**src/sv/kct_pkg.sv**
```systemverilog
// Package for the keyed transmitter configuration tracker.
// Holds shared constants, the controller state type, the command/status structs and a byte-swap function.
// No dependencies.
`default_nettype none
package kct_pkg;

    localparam int K_ENTRIES          = 3;
    localparam int K_CODE_COUNT       = 256;
    localparam int K_FLOAT_CODE_LIMIT = 20;

    localparam logic [31:0] K_NAN_WORD     = 32'h7FC0_0000;
    localparam logic [31:0] K_TYPE_MODEL_A = 32'd228;
    localparam logic [31:0] K_TYPE_MODEL_B = 32'd229;
    localparam logic [31:0] K_TYPE_OZONE   = 32'd56;
    localparam logic [1:0]  K_CONFIRM_CNT  = 2'd2;
    localparam logic [1:0]  K_CNT_MAX      = 2'd3;

    localparam logic [1:0] K_PH_TYPE   = 2'd0;
    localparam logic [1:0] K_PH_NUMBER = 2'd1;
    localparam logic [1:0] K_PH_READY  = 2'd2;

    localparam logic K_CFG_TYPE_CODE = 1'b0;
    localparam logic K_CFG_NAME_CODE = 1'b1;

    localparam logic K_REQ_READ = 1'b1;

    typedef enum logic [3:0] {
        ST_CLR_ALL,
        ST_IDLE,
        ST_LOOK,
        ST_SCAN,
        ST_EVICT,
        ST_ALLOC,
        ST_CLR_ROW,
        ST_PROC,
        ST_RD_OUT
    } t_state;

    typedef struct packed {
        logic load;
        logic look;
        logic scan;
        logic evict;
        logic alloc;
        logic row_clr;
        logic clr_all;
        logic proc;
        logic rd;
    } t_cmd;

    typedef struct packed {
        logic is_read;
        logic found;
        logic full;
        logic scan_last;
        logic row_done;
        logic clr_done;
        logic out_free;
    } t_sts;

    function automatic logic [31:0] swap_bytes(input logic [31:0] v);
        return {v[7:0], v[15:8], v[23:16], v[31:24]};
    endfunction

endpackage
`default_nettype wire

```
**src/sv/kct_ctrl.sv**
```systemverilog
// Controller state machine of the tracker.
// Depends on kct_pkg for the state type and the command/status structs.
`default_nettype none
module kct_ctrl (
    input  wire logic          i_clk,
    input  wire logic          i_rst_n,
    input  wire logic          i_valid,
    output logic               o_stall,
    input  wire kct_pkg::t_sts i_sts,
    output kct_pkg::t_cmd      o_cmd
);
    import kct_pkg::*;

    t_state r_state, n_state;

    always_ff @(posedge i_clk) begin
        if (!i_rst_n) begin
            r_state <= ST_CLR_ALL;
        end else begin
            r_state <= n_state;
        end
    end

    always_comb begin
        n_state = r_state;
        case (r_state)
            ST_CLR_ALL: if (i_sts.clr_done) n_state = ST_IDLE;
            ST_IDLE:    if (i_valid) n_state = ST_LOOK;
            ST_LOOK: begin
                if (i_sts.is_read) n_state = ST_RD_OUT;
                else if (i_sts.found) n_state = ST_PROC;
                else if (!i_sts.full) n_state = ST_ALLOC;
                else n_state = ST_SCAN;
            end
            ST_SCAN:    if (i_sts.scan_last) n_state = ST_EVICT;
            ST_EVICT:   n_state = ST_ALLOC;
            ST_ALLOC:   n_state = ST_CLR_ROW;
            ST_CLR_ROW: if (i_sts.row_done) n_state = ST_PROC;
            ST_PROC:    if (i_sts.out_free) n_state = ST_IDLE;
            ST_RD_OUT:  if (i_sts.out_free) n_state = ST_IDLE;
            default:    n_state = ST_CLR_ALL;
        endcase
    end

    always_comb begin
        o_cmd   = '0;
        o_stall = (r_state != ST_IDLE);
        case (r_state)
            ST_CLR_ALL: o_cmd.clr_all = 1'b1;
            ST_IDLE:    o_cmd.load    = i_valid;
            ST_LOOK:    o_cmd.look    = 1'b1;
            ST_SCAN:    o_cmd.scan    = 1'b1;
            ST_EVICT:   o_cmd.evict   = 1'b1;
            ST_ALLOC:   o_cmd.alloc   = 1'b1;
            ST_CLR_ROW: o_cmd.row_clr = 1'b1;
            ST_PROC:    o_cmd.proc    = i_sts.out_free;
            ST_RD_OUT:  o_cmd.rd      = i_sts.out_free;
            default:    o_cmd         = '0;
        endcase
    end

    a_proc_once: assert property (@(posedge i_clk) disable iff (!i_rst_n)
        o_cmd.proc |=> r_state == ST_IDLE)
        else $error("result load did not return to idle");
    a_clr_first: assert property (@(posedge i_clk)
        !i_rst_n |=> o_stall)
        else $error("accepting during clearing pass");
    a_scan_to_evict: assert property (@(posedge i_clk) disable iff (!i_rst_n)
        o_cmd.evict |-> $past(o_cmd.scan))
        else $error("eviction without victim scan");
endmodule
`default_nettype wire

```
**config.mk**
```make
export PLATFORM = sky130hd
export DESIGN_NAME = kct_ctrl
export DESIGN_NICKNAME = d
export VERILOG_FILES = /design/src/sv/kct_pkg.sv /design/src/sv/kct_ctrl.sv
export SDC_FILE = /design/constraint.sdc
export NUM_CORES = 1
export LEC_CHECK = 0
export ABC_AREA = 1
export BUFFER_PORTS_ARGS = -buffer_cell sky130_fd_sc_hd__buf_2
export CORE_UTILIZATION = 30
export CTS_CLUSTER_SIZE = 10
export DETAILED_ROUTE_END_ITERATION = 10
export GPL_ROUTABILITY_DRIVEN = 1
export PLACE_DENSITY = 0.62
export SLEW_MARGIN = 10
export SYNTH_ARGS = -nofsm -noshare
export SYNTH_HDL_FRONTEND = slang
export SYNTH_SLANG_ARGS = --single-unit
```
**constraint.sdc**
```tcl
create_clock -name i_clk -period 1.2 [get_ports i_clk]
set_input_delay 0.12 -clock i_clk [delete_from_list [all_inputs] [get_ports i_clk]]
set_output_delay 0.12 -clock i_clk [all_outputs]
set_load 0.01 [all_outputs]
```
==> results summary <==
The flow ran to the end, but the final reports show violations. The max-slew violation count came to 0. The share of synthesized area occupied by flip-flops and latches is 19.6%.

The critical path is of the register to output port type. The area of the core is 0.00119 sq mm. The peak ir drop on the vdd network came out at 1.29 mV.

The mean post-synth cell area is 5.30 sq um. Setup violations remaining at the end of the flow were counted as 9. From bottom edge to top edge, the die measures 38.9 um. The worst setup path is launched from a register. The cell accounting for the most synthesized area is sky130_fd_sc_hd__dfxtp_1. The endpoint arrival time on the critical path came out at 1170 ps. STA classifies the critical path endpoint as an output port. The average wire per standard cell is 10.2 um.

The tightest min-delay check is of the input pin to register type. The first-pass GRT wire length came out at 1.75 mm. Global routing used 16.3% of the available tracks.

The initial antenna violation count is 0. For this block, the via count after detailed routing is 582. The total nets after synthesis came out at 87. The fill cell total of the finished layout came out at 116. The number of max-capacitance violations reported is 0. The first-pass iteration count of the detailed router came out at 2. The register with the most flip-flops in the layout has 4 of them. In the final layout, the registers with the most flip-flops are r_state x4.

Between clock sinks in the finished design, the worst skew comes to 3.33 ps. After synthesis, the largest family of logic cells by area is simple AND/OR/NAND/NOR gates. The H-tree depth came out at 1. The number of nets still failing antenna checks after routing came out at 0. The worst pin sits at a relative slew slack of 82.5%. The via count of the first global-routing pass is 487. The post-route non-filler standard cell count is 121.

Counting both buffers and inverters, the worst setup path holds a total of 3. The synthesized design devotes to its leading area cell type 19.6% of total area. Setup repair after global routing could not meet its margin everywhere. In this run the top signal layer used is met4.

Using the TritonRoute via totals, the vias-per-cell ratio works out to 4.81. After detailed routing, the total wire length is 1.23 mm. The count of buffers from port buffering is 19. Traced cell by cell, the critical path runs through nand2_1 -> inv_2 -> nand2_2 -> buf_6 -> nor2_1 -> buf_2. Compared with the post-synthesis result, the final layout area differs by 75.2%. The static leakage came out at 0.408 nW. The cell count after synthesis came out at 77. TritonCTS built the clock tree.

The share of cell area taken by muxes after synthesis came out at 0%. The clock input transition at the sequential cells of the worst setup and hold paths is 40 ps. The cell type group with the largest total delay on the critical path is flip-flops. The post-route DRC violation count came out at 0.

The adder and majority gate portion of the synthesized area came out at 0%. The worst-skew pair later-pin latency is 230 ps. The number of antenna diodes in the final layout is 0.

The total count of hold-check failures in the final report is 0. The post-route worst setup slack came out at -89.8 ps. The final global-route overflow total came out at 0. Counting every sink on the clock net gives 4.

The final weighted congestion in routability-driven placement is 0.771. The setup total negative slack came out at -510 ps. The final reports fail on negative setup slack.

The synthesized netlist devotes 57.7% of its cell area to simple gates. The Yosys step of the flow raised 0 warnings. Ranked by flip-flop count, first place goes to r_state.

The post-synthesis share of cell area spent on xor and xnor gates is 0%. The maximum fanout along the worst path is 5. The required time of the worst setup path came out at 1080 ps. The cell count after placement came out at 114.

For this run, the post-layout net count is 119. The width of the die is 38.9 um. The placed instance area is 551 sq um. The cell area that synthesis handed to floorplanning was 408 sq um.

The finished cells cover 714 sq um. The TritonCTS buffer count came out at 3. Of the cells placed in the final design, the portion with a size suffix greater than 1 is 57.0%.

The areal power density over the cells is 2270 mW/mm^2. The maximum clock frequency is 775 MHz. After floorplanning, the core was divided into 12 placement rows. The final clock period utilization by the worst path came out at 107%. The number of top-level pins is 20.

Sorting the synthesized cells by area gives the leading types as sky130_fd_sc_hd__dfxtp_1 (20%), sky130_fd_sc_hd__nand2_1 (16%), sky130_fd_sc_hd__nor2_1 (13%). The die covers 0.00151 sq mm. The highest cell delay on the worst timing path is 380 ps. The number of different library cells in the post-synthesis netlist came out at 13.

The HPWL after detailed placement is 863 um. The completed layout was analyzed and its total power is 1.62 mW. After detailed routing, the met3 layer carries 60 um of wire. The largest net degree at the start of global routing came out at 9. The maximum buffer depth of the clock tree is 2. The final critical path time including I/O delays and setup came out at 1290 ps. The detailed router put a total of 531 um of wire on met1. The pin slew with the least headroom to its limit is 262 ps. In this run the clock root is driven by a sky130_fd_sc_hd__clkbuf_4. Summing the areas of all compound-gate instances in the mapped netlist gives 9.82% of the synthesized area. On the critical path, the stage with the largest delay is an instance of sky130_fd_sc_hd__dfxtp_4. The starting density of the core is 34.4%. The starting DRC count in detailed routing came out at 7.

Counting flops and latches in the post-synthesis netlist gives 4. The sum of met2 wire segment lengths after detailed routing came out at 613 um.
metal layers:
layer / global-route usage, % / up-vias
met2: 31.3 / 17
met5: 0 / -
met3: 1.73 / 2
met1: 18.3 / 261
li1: - / 302
met4: 5.17 / 0
final timing paths:
path               from    endpoint  slack [ps]  cells past startpoint
max          r_state[1]    o_cmd[1]         -90                      6
min             i_rst_n  r_state[0]         140                      3
max reg2reg  r_state[1]  r_state[1]         -80                      8
min reg2reg  r_state[0]  r_state[0]         540                      2
cells in the final DEF (no fill, tap or decap):
| cell | count |
|---|---|
| sky130_fd_sc_hd__a21oi_1 | 2 |
| sky130_fd_sc_hd__a21oi_2 | 2 |
| sky130_fd_sc_hd__buf_2 | 17 |
| sky130_fd_sc_hd__buf_4 | 7 |
| sky130_fd_sc_hd__buf_6 | 3 |
| sky130_fd_sc_hd__clkbuf_4 | 3 |
| sky130_fd_sc_hd__dfxtp_4 | 4 |
| sky130_fd_sc_hd__inv_1 | 10 |
| sky130_fd_sc_hd__inv_2 | 3 |
| sky130_fd_sc_hd__inv_4 | 1 |
| sky130_fd_sc_hd__nand2_1 | 11 |
| sky130_fd_sc_hd__nand2_2 | 7 |
| sky130_fd_sc_hd__nand2_4 | 1 |
| sky130_fd_sc_hd__nand3_1 | 4 |
| sky130_fd_sc_hd__nand3_2 | 5 |
| sky130_fd_sc_hd__nand3b_1 | 2 |
| sky130_fd_sc_hd__nor2_1 | 12 |
| sky130_fd_sc_hd__nor2_2 | 3 |
| sky130_fd_sc_hd__nor2_4 | 4 |
| sky130_fd_sc_hd__nor3_1 | 1 |
| sky130_fd_sc_hd__nor3_2 | 1 |
| sky130_fd_sc_hd__o21ai_0 | 4 |
kinds of logic (layout without fill, tap and decap cells):
kind of cell	count (synthesis)	after routing
flops	4	4
compound gates	8	8
simple gates	51	51
buf+inv	14	44
synth_stat cells:
cell type,count
sky130_fd_sc_hd__nand2_1,17
sky130_fd_sc_hd__nor2_1,14
sky130_fd_sc_hd__inv_1,11
sky130_fd_sc_hd__nand3_1,9
sky130_fd_sc_hd__a21oi_1,4
sky130_fd_sc_hd__dfxtp_1,4
sky130_fd_sc_hd__nor2_2,4
sky130_fd_sc_hd__o21ai_0,4
sky130_fd_sc_hd__inv_2,3
sky130_fd_sc_hd__nand2_2,2
sky130_fd_sc_hd__nand3b_1,2
sky130_fd_sc_hd__nor3_1,2
sky130_fd_sc_hd__nor2_4,1
worst register-to-register path, cell delays in order (launching register included):
cell and delay [ps]:
sky130_fd_sc_hd__dfxtp_4 380, sky130_fd_sc_hd__nand2_1 90, sky130_fd_sc_hd__inv_2 100, sky130_fd_sc_hd__nand2_2 70, sky130_fd_sc_hd__buf_4 130, sky130_fd_sc_hd__nand2_1 90, sky130_fd_sc_hd__nand2_4 100, sky130_fd_sc_hd__a21oi_1 160
sky130_fd_sc_hd__nor2_1 60
power by group:
group	switching (mW)	leakage, nW	internal (mW)
Clock	0.0494	0.0138	0.112
Combinational	0.638	0.358	0.491
Sequential	0.116	0.0357	0.218
final cells by class:
type	instances	area (sq um)	share of cell area [%]
multi-input cells	59	353	49.4
repair buffers	27	171	24.0
flip-flops and latches	4	95.1	13.3
inverters	14	55.1	7.71
clock buffers	3	22.5	3.15
well taps	14	17.5	2.45
stage by stage:
step                setup WS [ps]  hold WS (ps)  util [%]
floorplan                     106           241         -
global placement            -61.0           386      46.4
detailed placement          -52.3           382      46.4
CTS                         -63.5           126      55.6
global route                 -159           151      60.2
finish                      -89.8           142      60.2
repair_timing:
action	in CTS	in global routing
setup endpoints to repair	12	13
pin swaps	3	2
setup buffers	3	1
hold buffers	0	0
gates resized for setup	21	12
Note: power is estimated with default switching activity, not from simulation.
